<file path="config.mk">
export PLATFORM = sky130hd
export DESIGN_NAME = frame_pacing_skip_controller_core
export DESIGN_NICKNAME = d
export VERILOG_FILES = /design/src/rtl/fpsc_pkg.sv /design/src/rtl/fpsc_cfg.sv /design/src/rtl/fpsc_muldiv.sv /design/src/rtl/frame_pacing_skip_controller_core.sv
export SDC_FILE = /design/constraint.sdc
export NUM_CORES = 1
export LEC_CHECK = 0
export ABC_AREA = 1
export BUFFER_PORTS_ARGS = -buffer_cell sky130_fd_sc_hd__buf_2
export CAP_MARGIN = 25
export CELL_PAD_IN_SITES_DETAIL_PLACEMENT = 1
export CELL_PAD_IN_SITES_GLOBAL_PLACEMENT = 2
export CORE_MARGIN = 5
export CORE_UTILIZATION = 38
export DETAILED_ROUTE_END_ITERATION = 8
export PLACE_DENSITY = 0.88
export SYNTH_ARGS = -nofsm -noshare
export SYNTH_HDL_FRONTEND = slang
export SYNTH_SLANG_ARGS = --single-unit
</file>
<file path="constraint.sdc">
create_clock -name clk -period 10.58 [get_ports clk]
set_clock_uncertainty 0.1 [all_clocks]
set_input_delay 0 -clock clk [delete_from_list [all_inputs] [get_ports clk]]
set_output_delay 0 -clock clk [all_outputs]
set_load 0.005 [all_outputs]
</file>
<file path="src/rtl/fpsc_pkg.sv">
// Shared types, widths and codes for the frame pacing skip controller.
package fpsc_pkg;

    localparam int unsigned TICK_W      = 32;
    localparam int unsigned RATE_W      = 10;
    localparam int unsigned SKIP_W      = 4;
    localparam int unsigned OFS_W       = 10;
    localparam int unsigned OP_W        = 2;
    // frame index plus iteration count can carry one bit past the tick width
    localparam int unsigned MULT_W      = TICK_W + 1;
    localparam int unsigned ADDR_W      = 4;
    localparam int unsigned PDATA_W     = 32;
    localparam int unsigned REG_IDX_W   = 2;
    localparam int unsigned OUT_BITS    = 1 + 4 * TICK_W;
    localparam int unsigned OUT_DATA_W  = ((OUT_BITS + 7) / 8) * 8;
    localparam int unsigned TPS_DEFAULT = 1000;

    localparam logic [RATE_W-1:0] RATE_RESET = RATE_W'(60);

    // operation codes on the input tuser
    localparam logic [OP_W-1:0] OP_FRAME  = 2'd0;
    localparam logic [OP_W-1:0] OP_RESUME = 2'd1;
    localparam logic [OP_W-1:0] OP_PAUSE  = 2'd2;

    // configuration register indexes
    localparam logic [REG_IDX_W-1:0] REG_TARGET_RATE   = 2'd0;
    localparam logic [REG_IDX_W-1:0] REG_MAX_FRAMESKIP = 2'd1;
    localparam logic [REG_IDX_W-1:0] REG_OFFSET_TARGET = 2'd2;

    typedef struct packed {
        logic [RATE_W-1:0]        target_rate;
        logic [SKIP_W-1:0]        max_frameskip;
        logic signed [OFS_W-1:0]  offset_target;
    } cfg_t;

    typedef enum logic [1:0] {
        ST_IDLE,
        ST_ITER,
        ST_WAIT,
        ST_PUSH
    } fsm_state_t;

    typedef enum logic [1:0] {
        MD_IDLE,
        MD_MUL,
        MD_DIV
    } md_state_t;

endpackage

</file>
<file path="src/rtl/fpsc_cfg.sv">
// APB configuration registers of the frame pacing skip controller.
module fpsc_cfg (
    input  logic                         clk,
    input  logic                         rst_n,
    input  logic                         psel,
    input  logic                         penable,
    input  logic                         pwrite,
    input  logic [fpsc_pkg::ADDR_W-1:0]  paddr,
    input  logic [fpsc_pkg::PDATA_W-1:0] pwdata,
    output logic [fpsc_pkg::PDATA_W-1:0] prdata,
    output logic                         pready,
    output fpsc_pkg::cfg_t               cfg
);
    import fpsc_pkg::*;

    logic [RATE_W-1:0]       target_rate_reg;
    logic [SKIP_W-1:0]       max_frameskip_reg;
    logic signed [OFS_W-1:0] offset_target_reg;
    logic [REG_IDX_W-1:0]    reg_idx;
    logic                    wr_en;

    assign pready  = 1'b1;
    assign reg_idx = paddr[ADDR_W-1:2];
    assign wr_en   = psel && penable && pwrite && pready;

    always_ff @(posedge clk or negedge rst_n)
    begin
        if (!rst_n)
        begin
            target_rate_reg   <= RATE_RESET;
            max_frameskip_reg <= '0;
            offset_target_reg <= '0;
        end
        else if (wr_en)
        begin
            if (reg_idx == REG_TARGET_RATE)
                target_rate_reg <= pwdata[RATE_W-1:0];
            if (reg_idx == REG_MAX_FRAMESKIP)
                max_frameskip_reg <= pwdata[SKIP_W-1:0];
            if (reg_idx == REG_OFFSET_TARGET)
                offset_target_reg <= pwdata[OFS_W-1:0];
        end
    end

    always_comb
    begin
        unique case (reg_idx)
            REG_TARGET_RATE:   prdata = PDATA_W'(target_rate_reg);
            REG_MAX_FRAMESKIP: prdata = PDATA_W'(max_frameskip_reg);
            REG_OFFSET_TARGET: prdata = {{(PDATA_W-OFS_W){offset_target_reg[OFS_W-1]}},
                                         offset_target_reg};
            default:           prdata = '0;
        endcase
    end

    assign cfg.target_rate   = target_rate_reg;
    assign cfg.max_frameskip = max_frameskip_reg;
    assign cfg.offset_target = offset_target_reg;

endmodule

</file>
<file path="src/rtl/fpsc_muldiv.sv">
// Bit-serial unit computing (multiplicand * ticks per second) / divisor.
module fpsc_muldiv #(
    parameter int unsigned TICKS_PER_SECOND = fpsc_pkg::TPS_DEFAULT
) (
    input  logic                        clk,
    input  logic                        rst_n,
    input  logic                        start,
    input  logic [fpsc_pkg::MULT_W-1:0] multiplicand,
    input  logic [fpsc_pkg::RATE_W-1:0] divisor,
    output logic                        done,
    output logic [fpsc_pkg::TICK_W-1:0] quotient
);
    import fpsc_pkg::*;

    localparam int unsigned TPS_W = $clog2(TICKS_PER_SECOND + 1);
    localparam int unsigned NUM_W = MULT_W + TPS_W;
    localparam int unsigned CNT_W = $clog2(NUM_W + 1);
    localparam logic [TPS_W-1:0] TPS_BITS = TPS_W'(TICKS_PER_SECOND);

    md_state_t           md_state_reg, md_state_next;
    logic [CNT_W-1:0]    cnt_reg, cnt_next;
    logic [TPS_W-1:0]    tps_reg, tps_next;
    logic [NUM_W-1:0]    acc_reg, acc_next;
    logic [MULT_W-1:0]   x_reg, x_next;
    logic [RATE_W-1:0]   div_reg, div_next;
    logic [RATE_W-1:0]   rem_reg, rem_next;
    logic [TICK_W-1:0]   quot_reg, quot_next;
    logic                done_reg, done_next;
    logic [RATE_W:0]     rem_sh;
    logic [RATE_W:0]     rem_sub;
    logic                fits;

    always_ff @(posedge clk or negedge rst_n)
    begin
        if (!rst_n)
        begin
            md_state_reg <= MD_IDLE;
            cnt_reg      <= '0;
            done_reg     <= 1'b0;
        end
        else
        begin
            md_state_reg <= md_state_next;
            cnt_reg      <= cnt_next;
            done_reg     <= done_next;
        end
    end

    always_ff @(posedge clk)
    begin
        tps_reg  <= tps_next;
        acc_reg  <= acc_next;
        x_reg    <= x_next;
        div_reg  <= div_next;
        rem_reg  <= rem_next;
        quot_reg <= quot_next;
    end

    // Restoring division step: one numerator bit enters the remainder per cycle.
    assign rem_sh  = {rem_reg, acc_reg[NUM_W-1]};
    assign rem_sub = rem_sh - {1'b0, div_reg};
    assign fits    = (rem_sh >= {1'b0, div_reg});

    always_comb
    begin
        md_state_next = md_state_reg;
        cnt_next      = cnt_reg;
        tps_next      = tps_reg;
        acc_next      = acc_reg;
        x_next        = x_reg;
        div_next      = div_reg;
        rem_next      = rem_reg;
        quot_next     = quot_reg;
        done_next     = 1'b0;
        unique case (md_state_reg)
            MD_IDLE:
            begin
                if (start)
                begin
                    acc_next      = '0;
                    x_next        = multiplicand;
                    div_next      = divisor;
                    tps_next      = TPS_BITS;
                    cnt_next      = CNT_W'(TPS_W);
                    md_state_next = MD_MUL;
                end
            end
            MD_MUL:
            begin
                // Shift and add over the constant's bits, most significant first.
                acc_next = {acc_reg[NUM_W-2:0], 1'b0}
                         + (tps_reg[TPS_W-1] ? NUM_W'(x_reg) : '0);
                tps_next = tps_reg << 1;
                cnt_next = cnt_reg - 1'b1;
                if (cnt_reg == CNT_W'(1))
                begin
                    cnt_next      = CNT_W'(NUM_W);
                    rem_next      = '0;
                    md_state_next = MD_DIV;
                end
            end
            MD_DIV:
            begin
                rem_next  = fits ? rem_sub[RATE_W-1:0] : rem_sh[RATE_W-1:0];
                quot_next = {quot_reg[TICK_W-2:0], fits};
                acc_next  = {acc_reg[NUM_W-2:0], 1'b0};
                cnt_next  = cnt_reg - 1'b1;
                if (cnt_reg == CNT_W'(1))
                begin
                    done_next     = 1'b1;
                    md_state_next = MD_IDLE;
                end
            end
            default:
            begin
                md_state_next = MD_IDLE;
            end
        endcase
    end

    assign done     = done_reg;
    assign quotient = quot_reg;

endmodule

</file>
<file path="src/rtl/frame_pacing_skip_controller_core.sv">
// Top level of the frame pacing skip controller: control sequencer and pacing state.
//
//  Channel   Direction  Handshake          Payload
//  s_*       in         tvalid/tready      tuser: operation; tdata: now_ticks
//  m_*       out        tvalid/tready      tdata: show, release, shown, skipped, run time
//  APB       in/out     psel/penable       target_rate, max_frameskip, offset_target
//
// Pause, resume at rate zero, a skipped frame and a frame at rate zero go straight to the push.
// A resume at a non-zero rate runs the serial multiply-divide unit once; a shown frame
// at a non-zero rate runs it up to max_frameskip + 1 times. Each run shifts over the
// bits of TICKS_PER_SECOND in its multiply phase and then over the numerator bits in
// its divide phase. Reset clears all pacing state at once, but not the release time,
// the show flag or the output word. A word is taken while a result still waits
// on the output; a following result holds until the output register is free.
module frame_pacing_skip_controller_core #(
    parameter int unsigned TICKS_PER_SECOND = fpsc_pkg::TPS_DEFAULT
) (
    input  logic                            clk,
    input  logic                            rst_n,
    input  logic                            s_tvalid,
    output logic                            s_tready,
    input  logic [fpsc_pkg::TICK_W-1:0]     s_tdata,    // [31:0] now_ticks
    input  logic [fpsc_pkg::OP_W-1:0]       s_tuser,    // [1:0] operation
    output logic                            m_tvalid,
    input  logic                            m_tready,
    // [0] show_frame, [32:1] release_time, [64:33] frames_shown,
    // [96:65] frames_skipped, [128:97] run_time, rest zero
    output logic [fpsc_pkg::OUT_DATA_W-1:0] m_tdata,
    input  logic                            psel,
    input  logic                            penable,
    input  logic                            pwrite,
    input  logic [fpsc_pkg::ADDR_W-1:0]     paddr,
    input  logic [fpsc_pkg::PDATA_W-1:0]    pwdata,
    output logic [fpsc_pkg::PDATA_W-1:0]    prdata,
    output logic                            pready
);
    import fpsc_pkg::*;

    cfg_t                    cfg;
    fsm_state_t              state_reg, state_next;
    logic [TICK_W-1:0]       timeline_base_reg, timeline_base_next;
    logic [TICK_W-1:0]       next_deadline_reg, next_deadline_next;
    logic [SKIP_W-1:0]       pending_skips_reg, pending_skips_next;
    logic [TICK_W-1:0]       frame_index_reg, frame_index_next;
    logic signed [OFS_W-1:0] applied_offset_reg, applied_offset_next;
    logic [TICK_W-1:0]       resume_tick_reg, resume_tick_next;
    logic [TICK_W-1:0]       shown_count_reg, shown_count_next;
    logic [TICK_W-1:0]       skipped_count_reg, skipped_count_next;
    logic [TICK_W-1:0]       elapsed_total_reg, elapsed_total_next;
    logic [TICK_W-1:0]       release_reg, release_next;
    logic                    show_reg, show_next;
    logic [SKIP_W-1:0]       iter_reg, iter_next;
    logic                    resume_mode_reg, resume_mode_next;
    logic                    m_tvalid_reg, m_tvalid_next;
    logic [OUT_DATA_W-1:0]   m_data_reg, m_data_next;

    logic                    s_accept;
    logic [TICK_W-1:0]       now;
    logic [TICK_W-1:0]       ofs_ext;
    logic [TICK_W-1:0]       frame_deadline;
    logic                    md_start;
    logic [MULT_W-1:0]       md_mult;
    logic                    md_done;
    logic [TICK_W-1:0]       md_quot;

    fpsc_cfg u_cfg (
        .clk     (clk),
        .rst_n   (rst_n),
        .psel    (psel),
        .penable (penable),
        .pwrite  (pwrite),
        .paddr   (paddr),
        .pwdata  (pwdata),
        .prdata  (prdata),
        .pready  (pready),
        .cfg     (cfg)
    );

    fpsc_muldiv #(
        .TICKS_PER_SECOND (TICKS_PER_SECOND)
    ) u_muldiv (
        .clk          (clk),
        .rst_n        (rst_n),
        .start        (md_start),
        .multiplicand (md_mult),
        .divisor      (cfg.target_rate),
        .done         (md_done),
        .quotient     (md_quot)
    );

    assign s_tready = (state_reg == ST_IDLE);
    assign s_accept = s_tvalid && s_tready;
    assign now      = s_tdata;
    assign ofs_ext  = {{(TICK_W-OFS_W){applied_offset_reg[OFS_W-1]}}, applied_offset_reg};
    assign frame_deadline = timeline_base_reg + ofs_ext + md_quot;
    assign md_mult  = (state_reg == ST_IDLE) ? MULT_W'(1)
                    : (MULT_W'(frame_index_reg) + MULT_W'(iter_reg));

    always_ff @(posedge clk or negedge rst_n)
    begin
        if (!rst_n)
        begin
            state_reg          <= ST_IDLE;
            timeline_base_reg  <= '0;
            next_deadline_reg  <= '0;
            pending_skips_reg  <= '0;
            frame_index_reg    <= '0;
            applied_offset_reg <= '0;
            resume_tick_reg    <= '0;
            shown_count_reg    <= '0;
            skipped_count_reg  <= '0;
            elapsed_total_reg  <= '0;
            iter_reg           <= '0;
            resume_mode_reg    <= 1'b0;
            m_tvalid_reg       <= 1'b0;
        end
        else
        begin
            state_reg          <= state_next;
            timeline_base_reg  <= timeline_base_next;
            next_deadline_reg  <= next_deadline_next;
            pending_skips_reg  <= pending_skips_next;
            frame_index_reg    <= frame_index_next;
            applied_offset_reg <= applied_offset_next;
            resume_tick_reg    <= resume_tick_next;
            shown_count_reg    <= shown_count_next;
            skipped_count_reg  <= skipped_count_next;
            elapsed_total_reg  <= elapsed_total_next;
            iter_reg           <= iter_next;
            resume_mode_reg    <= resume_mode_next;
            m_tvalid_reg       <= m_tvalid_next;
        end
    end

    always_ff @(posedge clk)
    begin
        release_reg <= release_next;
        show_reg    <= show_next;
        m_data_reg  <= m_data_next;
    end

    always_comb
    begin
        state_next          = state_reg;
        timeline_base_next  = timeline_base_reg;
        next_deadline_next  = next_deadline_reg;
        pending_skips_next  = pending_skips_reg;
        frame_index_next    = frame_index_reg;
        applied_offset_next = applied_offset_reg;
        resume_tick_next    = resume_tick_reg;
        shown_count_next    = shown_count_reg;
        skipped_count_next  = skipped_count_reg;
        elapsed_total_next  = elapsed_total_reg;
        release_next        = release_reg;
        show_next           = show_reg;
        iter_next           = iter_reg;
        resume_mode_next    = resume_mode_reg;
        m_tvalid_next       = m_tvalid_reg && !m_tready;
        m_data_next         = m_data_reg;
        md_start            = 1'b0;

        unique case (state_reg)
            ST_IDLE:
            begin
                if (s_accept)
                begin
                    show_next    = 1'b0;
                    release_next = '0;
                    state_next   = ST_PUSH;
                    if (s_tuser == OP_FRAME)
                    begin
                        if (cfg.target_rate != '0)
                            frame_index_next = frame_index_reg + 1'b1;
                        if (pending_skips_reg != '0)
                        begin
                            skipped_count_next = skipped_count_reg + 1'b1;
                            pending_skips_next = pending_skips_reg - 1'b1;
                        end
                        else
                        begin
                            shown_count_next = shown_count_reg + 1'b1;
                            show_next        = 1'b1;
                            if (cfg.target_rate == '0)
                            begin
                                pending_skips_next = cfg.max_frameskip;
                                release_next       = now;
                            end
                            else
                            begin
                                // Release waits for the deadline left by the last frame or resume.
                                release_next = (now < next_deadline_reg) ? next_deadline_reg
                                                                          : now;
                                iter_next        = '0;
                                resume_mode_next = 1'b0;
                                state_next       = ST_ITER;
                            end
                        end
                    end
                    else if (s_tuser == OP_RESUME)
                    begin
                        resume_tick_next = now;
                        if (cfg.target_rate != '0)
                        begin
                            timeline_base_next = now;
                            md_start           = 1'b1;
                            resume_mode_next   = 1'b1;
                            state_next         = ST_WAIT;
                        end
                    end
                    else if (s_tuser == OP_PAUSE)
                    begin
                        elapsed_total_next = elapsed_total_reg + now - resume_tick_reg - ofs_ext;
                    end
                end
            end
            ST_ITER:
            begin
                if (cfg.offset_target < applied_offset_reg)
                    applied_offset_next = applied_offset_reg - 1'b1;
                else if (cfg.offset_target > applied_offset_reg)
                    applied_offset_next = applied_offset_reg + 1'b1;
                md_start   = 1'b1;
                state_next = ST_WAIT;
            end
            ST_WAIT:
            begin
                if (md_done)
                begin
                    if (resume_mode_reg)
                    begin
                        next_deadline_next = timeline_base_reg + md_quot;
                        state_next         = ST_PUSH;
                    end
                    else
                    begin
                        next_deadline_next = frame_deadline;
                        if ((release_reg < frame_deadline) || (iter_reg >= cfg.max_frameskip))
                            state_next = ST_PUSH;
                        else
                        begin
                            iter_next          = iter_reg + 1'b1;
                            pending_skips_next = pending_skips_reg + 1'b1;
                            state_next         = ST_ITER;
                        end
                    end
                end
            end
            ST_PUSH:
            begin
                if (!m_tvalid_reg || m_tready)
                begin
                    m_tvalid_next = 1'b1;
                    m_data_next   = {(OUT_DATA_W - OUT_BITS)'(0), elapsed_total_reg,
                                     skipped_count_reg, shown_count_reg, release_reg,
                                     show_reg};
                    state_next    = ST_IDLE;
                end
            end
            default:
            begin
                state_next = ST_IDLE;
            end
        endcase
    end

    assign m_tvalid = m_tvalid_reg;
    assign m_tdata  = m_data_reg;

    // The serial unit only finishes while the sequencer is waiting for it.
    assert property (@(posedge clk) disable iff (!rst_n)
        md_done |-> (state_reg == ST_WAIT))
        else $error("multiply-divide finished outside the wait state");

    // The extra-skip search never runs beyond the configured limit.
    assert property (@(posedge clk) disable iff (!rst_n)
        (state_reg == ST_ITER) |-> (iter_reg <= cfg.max_frameskip))
        else $error("skip search ran past max_frameskip");

    // A frame at rate zero needs no division and goes straight to the output.
    assert property (@(posedge clk) disable iff (!rst_n)
        (s_accept && (s_tuser == OP_FRAME) && (cfg.target_rate == '0))
        |=> (state_reg == ST_PUSH))
        else $error("fixed-skip frame did not go straight to the output");

    // Every push that finds the output register free leaves a new result word on the output.
    assert property (@(posedge clk) disable iff (!rst_n)
        ((state_reg == ST_PUSH) && (!m_tvalid_reg || m_tready)) |=> m_tvalid)
        else $error("result word lost at the output register");

endmodule
</file>
==> results of run 1 <==
==> worst max-delay path: stages, from the launching register on <==
cell	delay, ns
dfrtp_1	0.32
buf_4	0.43
fa_1	0.52
ha_1	0.38
a21oi_1	0.24
o21ai_0	0.21
a21oi_1	0.16
nand2_1	0.19
xor2_1	0.32
inv_1	0.08
ha_1	0.28
nand2_1	0.12
o21ai_0	0.31
a21oi_1	0.08
nand2_1	0.20
nand2_1	0.07
nand2_1	0.35
nand2_1	0.10
nand2_1	0.32
a21oi_1	0.11
dlygate4sd3_1	0.56
==> kinds of logic (layout without fill, tap and decap cells) <==
family,after synthesis,in the layout,synth area share
buffers and inverters,631,953,0.0668
xor gates and xnor gates,158,158,0.0371
and+or+nand+nor,2028,2028,0.233
adders and majority gates,333,333,0.132
DFF,576,576,0.426
other,2,17,0.000201
AOI/OAI and AO/OA,724,724,0.105
==> cell usage after synthesis, types with 10 or more instances <==
library cell / number
nor4_1: 20
nand3b_1: 12
nor2_1: 434
o21a_1: 12
and2_1: 18
a22oi_1: 30
buf_4: 29
nand4_1: 53
or2_2: 16
clkbuf_1: 65
o211ai_1: 14
inv_1: 518
xor2_1: 93
fa_1: 99
ha_1: 234
dfrtp_1: 275
xnor2_1: 65
o21bai_1: 14
nand2_4: 10
a21oi_1: 330
edfxtp_1: 297
nor3_1: 72
nor2_4: 16
nand2_1: 1088
o21ai_0: 280
nand3_1: 257
==> stage by stage <==
step,util,worst slack (ns),hold slack [ns]
after global routing,0.437,4.57,0.116
after detailed placement,0.406,5.31,-0.00510
after CTS,0.436,4.97,0.0299
after floorplan,-,3.07,-0.396
final,0.437,4.96,0.0706
after global placement,0.406,5.38,-0.0117
==> power by group through the flow <==
stage	combinational, W	clock (W)	sequential, W
after floorplan	0.00320	0	0.00296
after global placement	0.00442	0	0.00305
after detailed placement	0.00455	0	0.00306
after CTS	0.00461	0.00258	0.00302
after global routing	0.00521	0.00267	0.00305
final	0.00461	0.00252	0.00302
==> worst paths after layout <==
path	end	slack (ns)
worst max-delay path	state_reg[1]$_DFFE_PN0P_	4.96
worst min-delay path	u_cfg.target_rate_reg[5]$_DFFE_PN1P_	0.07
worst max register to register	state_reg[1]$_DFFE_PN0P_	4.96
worst min register to register	m_tdata[0]$_DFFE_PP_	0.32
max in group asynchronous	shown_count_reg[18]$_DFFE_PN0P_	8.44
min in group asynchronous	u_cfg.target_rate_reg[5]$_DFFE_PN1P_	0.39
==> per-layer routing <==
metal | GRT usage | wire (µm)
met1 | 0.298 | 53300
met2 | 0.416 | 61800
met5 | 0 | 72
met4 | 0.0844 | 4980
met3 | 0.0392 | 5570
==> repair_timing <==
item / CTS / global route
hold buffers: 55 / 0
endpoints found under the hold margin: 270 / 0
endpoints found under the setup margin: 0 / 0
==> layout make-up <==
| type | instances | area [µm²] |
|---|---|---|
| Sequential cell | 576 | 15900 |
| Fill cell | 11758 | 55100 |
| Timing Repair Buffer | 297 | 1940 |
| Clock inverter | 31 | 345 |
| Clock buffer | 96 | 2000 |
| Tap cell | 1287 | 1610 |
| Inverter | 529 | 2000 |
| Antenna cell | 9 | 22.5 |
| Multi-Input combinational cell | 3251 | 19000 |
==> summary.txt, run 1 <==
Placed design
  – GP Congestion: between 0.9 and 1
  – Placed cells: slightly below 6k
  – Port bufs: between 200 and 250
  – Post-DP HPWL: around 100 mm
  – Post-DP Area: between 30000 and 40000 µm²

Clock tree
  – Clock buffer depth: 3
  – Total CTS buffers: 69
  – Sink Count: between 500 and 600
  – Reg clk slew, reported paths: about 0.060 ns
  – Root Buffer: clkbuf_16
  – H-tree depth: 3
  – Clk Latency, worst-skew pair: roughly 0.65 ns
  – CTS resizes: 0
  – CTS tree: done
  – Post-CTS Setup Repair Bufs: 0

Floorplanning
  – CORE AREA: 97800 µm²
  – Initial Util: 0.381
  – DIE AREA: between 100000 and 150000 µm²
  – I/O pin count: about 250
  – Row cnt: between 100 and 150
  – Die Wd: around 320 µm
  – Die height: between 300 and 400 µm

Synth
  – Post-Syn Area: ~37000 µm²
  – Post-synth EDFFs: 297
  – Yosys warns: 0
  – Seq/Total Area, Yosys: 0.426
  – Ys flop type: edfxtp_1
  – Area contributors post-synth: edfxtp_1 (24%), dfrtp_1 (18%), nand2_1 (11%)
  – Largest area contributor in the netlist: edfxtp_1
  – Synthesized flop and latch total: 576
  – Post-synth ARST share: 0.484
  – Top-area cell type share of the netlist area: 0.239
  – Netlist cell types: ~60
  – Post-Syn Area per Cell: 8.38 µm²
  – Syn Inst Count: 4452

Global routing
  – Vias in the first global route: between 30k and 40k
  – Maximum number of pins on one net before global-route repair: approximately 130
  – Global route total overflow: 0
  – Antenna violations before repair: 18
  – Gr usage total: 0.238
  – First-pass GRT wire length: between 150 and 200 mm

Drt
  – Post-DRT Antenna Nets: 0
  – DRT Wirelength: around 130 mm
  – DRT iter0 DRCs: roughly 1.7k
  – DR pass1 iterations: 5
  – Via count: around 32k
  – # DRC: 0
  – WL/cell: 20.7 µm
  – Vias per inst: 5.24

Power and ir drop
  – Final Power: 0.0102 W
  – Max VDD drop: ~0.15 mV
  – P_leak: 19.7 nW
  – P_sw: about 0.0044 W
  – Seq pwr share: 0.298
  – Cell Pwr Density: between 200 and 250 nW/µm²
  – Clock power frac: 0.248
  – Sw frac: 0.430
  – Gate power share: 0.454
  – Pint: between 0.005 and 0.006 W

Cells and area
  – Fraction of layout cells with a size suffix above 1: 0.0916
  – Fin nets: 5134
  – Most frequent cells in the layout: nand2_1 (1086), inv_1 (517), nor2_1 (432), a21oi_1 (328), edfxtp_1 (297)
  – Design area: 42800 µm²
  – Area added between synthesis and finish: 14.7%
  – Leading cell type in the layout, fill and taps excluded: nand2_1
  – Max reg flops: roughly 130
  – Final Non-Filler Cells: between 6k and 7k

Timing
  – Setup-failing EPs final: 0
  – RSZ-0062 raised after global routing: no
  – Final Hold Fails: 0
  – Min Tclk post-route: between 5 and 6 ns
  – Max Freq: around 180 MHz
  – Final worst-path cycle share: 0.531
  – Worst Tran Pin Value: around 0.94 ns
  – Slew HR: 0.373
  – Fin. max-slew vios: 0
  – Setup_tns: 0 ns

Worst setup path
  – Worst Path Required: approximately 11 ns
  – Startpoint class of the critical path: flop
  – Critical R2R Launch: applied_offset_reg[9]$_DFFE_PN0P_
  – Worst Path Max Fanout: 25
  – Setup crit start: applied_offset_reg[9]$_DFFE_PN0P_
  – WP data arrival: approximately 6.0 ns
  – Critical path start-end classification: flop to flop
  – Crit end category: flop
  – Reg2reg path depth: 20

Run status
  – Status: finished clean

Hold path
  – Worst min path class: primary input to flop
  – Worst hold start: pwdata[5]
  – Worst Hold Depth: 4

Job
  – Max_cap viols: 0
(Power assumes the default switching activity.)
==> run 2: changes to the inputs <==
--- a/config.mk
+++ b/config.mk
@@ -5,15 +5,15 @@
 export SDC_FILE = /design/constraint.sdc
 export NUM_CORES = 1
 export LEC_CHECK = 0
-export ABC_AREA = 1
+export ABC_AREA = 0
 export BUFFER_PORTS_ARGS = -buffer_cell sky130_fd_sc_hd__buf_2
 export CAP_MARGIN = 25
 export CELL_PAD_IN_SITES_DETAIL_PLACEMENT = 1
 export CELL_PAD_IN_SITES_GLOBAL_PLACEMENT = 2
 export CORE_MARGIN = 5
-export CORE_UTILIZATION = 38
+export CORE_UTILIZATION = 37
 export DETAILED_ROUTE_END_ITERATION = 8
-export PLACE_DENSITY = 0.88
+export PLACE_DENSITY = 0.84
 export SYNTH_ARGS = -nofsm -noshare
 export SYNTH_HDL_FRONTEND = slang
 export SYNTH_SLANG_ARGS = --single-unit
==> constraint.sdc (replaced) <==
create_clock -name clk -period 5 [get_ports clk]
set_clock_uncertainty 0.1 [all_clocks]
set_input_delay 0 -clock clk [delete_from_list [all_inputs] [get_ports clk]]
set_output_delay 0 -clock clk [all_outputs]
set_load 0.005 [all_outputs]
==> run 2 against run 1 <==
- synthesized cell count is 32% lower
- the flow now finishes with violations (setup timing)
- critical path type unchanged
- clock-buffer cell count is 3 higher
- critical endpoint is now pending_skips_reg[0]$_DFFE_PN0P_
- worst setup slack worse by 5.1 ns
- non-clock buffer count is 123 higher
==> summary.txt, run 2 <==
Synth
  – Post-synth ARST share: 0.484
  – Post-synth top cells: edfxtp_1 (297), dfrtp_1 (275), ha_1 (234)
  – Netlist cell types: 93
  – Post-Syn Area per Cell: 11.1 µm²
  – Largest area contributor in the netlist: edfxtp_1
  – Yosys warns: 0
  – Seq/Total Area, Yosys: 0.472
  – Post-Syn Area: roughly 34000 µm²
  – Count leader, synth: edfxtp_1
  – Synthesized flop and latch total: 576
  – Syn Inst Count: between 3k and 4k
  – Post-synth EDFFs: 297
  – Area contributors post-synth: edfxtp_1 (26%), dfrtp_1 (20%), ha_1 (8.7%)
  – Ys flop type: edfxtp_1
  – Top-area cell type share of the netlist area: 0.264

Cells and area
  – Leading cell type in the layout, fill and taps excluded: edfxtp_1
  – Max reg flops: roughly 130
  – Final Util: 0.448
  – Most frequent cells in the layout: edfxtp_1 (297), dfrtp_1 (273), ha_1 (225), nand2_1 (216), buf_2 (214)
  – Area added between synthesis and finish: 19.8%
  – # fillers: between 9k and 10k
  – Fraction of layout cells with a size suffix above 1: 0.192
  – Fin nets: approximately 3.8k

Global routing
  – Antenna violations before repair: 2
  – Maximum number of pins on one net before global-route repair: a little under 100
  – Gr usage total: 0.195
  – First-pass GRT wire length: ~150 mm
  – Global route total overflow: 0
  – Vias in the first global route: approximately 27k

Hold path
  – Worst min path class: primary input to flop
  – Worst Hold Depth: 3

Worst setup path
  – CP peak stage delay: 0.52 ns
  – Worst Path Max Fanout: 5
  – Top delay family on crit path: adder cells
  – Reg2reg path depth: 21
  – Worst Path Buf+Inv: 3
  – Reg2Reg Setup Slack: -0.16 ns
  – Setup crit start: applied_offset_reg[9]$_DFFE_PN0P_
  – CP Cell Sequence: buf_6 -> fa_1 -> ha_4 -> nand4_1 -> buf_4 -> nor2_2 -> nand3_1 -> nor3b_2 -> nor3_1 -> xor2_1 -> ha_1 -> a21oi_2 -> nand2_1 -> nor2_2 -> a31oi_4 -> o31ai_4 -> a211oi_2 -> buf_4 -> o21ai_4 -> nor2_1 -> a211o_1
  – Critical path start-end classification: flop to flop
  – Worst Path Required: approximately 5.4 ns
  – Startpoint class of the critical path: flop
  – Critical Path End: pending_skips_reg[0]$_DFFE_PN0P_
  – WP depth: 21
  – Critical R2R Launch: applied_offset_reg[9]$_DFFE_PN0P_
  – Crit end category: flop
  – Reg2reg end: pending_skips_reg[0]$_DFFE_PN0P_
  – WP data arrival: 5.58 ns
  – Critical Path Slowest Stage Cell: dfrtp_4

Drt
  – Vias per inst: about 5.3
  – Met2 wire length: about 47 mm
  – # DRC: 0
  – WL/cell: just over 20 µm
  – Post-DRT Antenna Nets: 0
  – WL met3: 3.67 mm
  – DRT iter0 DRCs: around 1.2k
  – Via count: about 25k
  – DR pass1 iterations: 5
  – Max Used Layer: met4
  – DRT Wirelength: between 90 and 100 mm
  – Wl on met1: ~43 mm

Power and ir drop
  – Final Power: just over 0.03 W
  – Cell Pwr Density: around 760 nW/µm²
  – Max VDD drop: a little over 0.5 mV
  – P_leak: 17.5 nW

Timing
  – Slew HR: 0.348
  – Max Freq: 194 MHz
  – Setup_tns: -0.300 ns
  – Worst Tran Pin Value: between 0.9 and 1 ns
  – Min Tclk post-route: 5.16 ns
  – Fin. max-slew vios: 0
  – Setup-failing EPs final: 6
  – Final Hold Fails: 0
  – RSZ-0062 raised after global routing: yes
  – Final worst-path cycle share: 1.03
  – Setup ws final: -0.159 ns

Job
  – Max_cap viols: 0

Run status
  – Status: finished, violations left
  – Failing checks: setup timing

Clock tree
  – Root Buffer: clkbuf_16
  – H-tree depth: 3
  – Clk Latency, worst-skew pair: 0.64 ns
  – Clock buffer depth: 3
  – CTS tree: done
  – Total CTS buffers: 73
  – Sink Count: roughly 580
  – Reg clk slew, reported paths: about 0.060 ns

Placed design
  – Port bufs: 215
  – GP Congestion: about 0.85
  – Post-DP HPWL: 70.0 mm

Floorplanning
  – Die height: around 310 µm
  – I/O pin count: about 250
  – Die Wd: slightly above 300 µm
  – Initial Util: 0.374
  – Row cnt: between 100 and 150
  – CORE AREA: around 90000 µm²
  – DIE AREA: 97300 µm²
run 2: cell types whose count changed after synthesis, moves of 34 or more:
cell      change
a211oi_1     +34
a21o_1       +82
a21oi_1     -146
inv_1       -355
mux2_2       +93
nand2_1     -867
nand3_1     -158
nor2_1      -232
o21ai_0     -126
o31ai_1      +43
xnor2_1      +72
run 2: worst min-delay path by stage:
stage / start / end / slack (ns)
floorplan: rst_n / applied_offset_reg[0]$_DFFE_PN0P_ / -0.40
global placement: rst_n / elapsed_total_reg[1]$_DFFE_PN0P_ / 0.07
detailed placement: rst_n / elapsed_total_reg[2]$_DFFE_PN0P_ / 0.08
CTS: pwdata[7] / u_cfg.target_rate_reg[7]$_DFFE_PN0P_ / 0.02
global route: pwdata[9] / u_cfg.target_rate_reg[9]$_DFFE_PN0P_ / 0.05
finish: pwdata[9] / u_cfg.target_rate_reg[9]$_DFFE_PN0P_ / 0.06
run 2: logic make-up (layout without fill, tap and decap cells):
family | after synthesis | count (layout) | synth area share
AOI/OAI and AO/OA | 673 | 674 | 0.126
xor gates and xnor gates | 240 | 240 | 0.0623
adders and majority gates | 333 | 333 | 0.146
buffers and inverters | 279 | 721 | 0.0347
DFF | 576 | 576 | 0.472
muxes | 124 | 124 | 0.0403
other | 2 | 10 | 0.000223
and+or+nand+nor | 819 | 819 | 0.119
run 2: report_power, final:
group / switching (W) / internal [W]
Sequential: 0.000746 / 0.00589
Clock: 0.00218 / 0.00312
Combinational: 0.0101 / 0.00851
run 2: layer usage:
metal / GRT usage / vias to the layer above
met4: 0.0527 / 0
li1: - / 11752
met2: 0.335 / 406
met1: 0.256 / 12512
met3: 0.0319 / 125
met5: 0 / -
run 2: cell type report:
type | instances | area [µm²] | share of cell area
antenna | 2 | 5.00 | 0.000124
clock buffer | 99 | 2070 | 0.0511
clock inverter | 36 | 322 | 0.00796
inverter | 166 | 628 | 0.0155
multi-input combinational | 2198 | 17100 | 0.423
sequential | 576 | 15900 | 0.394
tap | 1176 | 1470 | 0.0364
timing repair buffer | 420 | 2900 | 0.0717
run 2: worst min-delay path: stages:
cell           delay (ns)
dlygate4sd3_1        0.52
buf_2                0.10
mux2_2               0.13
run 2: what timing repair did:
| item | CTS | global route |
|---|---|---|
| cloned | 2 | 0 |
| hold buffers | 62 | 0 |
| gates resized for setup | 45 | 42 |
| buffers inserted | 18 | 11 |
| pin swaps | 34 | 40 |
| endpoints found under the setup margin | 9 | 11 |
| hold endpoints to repair | 271 | 0 |
run 2: metrics by stage:
stage / setup WS, ns / area (µm²) / hold WS [ns] / instances
final: -0.159 / 40400 / 0.0569 / 4673
after global routing: -0.368 / 40400 / 0.0474 / 4673
after CTS: -0.0302 / 40100 / 0.0244 / 4660
after detailed placement: -0.281 / 36700 / 0.0781 / 4443
after global placement: -0.181 / 36700 / 0.0681 / 4443
after floorplan: 0.0404 / 33800 / -0.396 / 3052
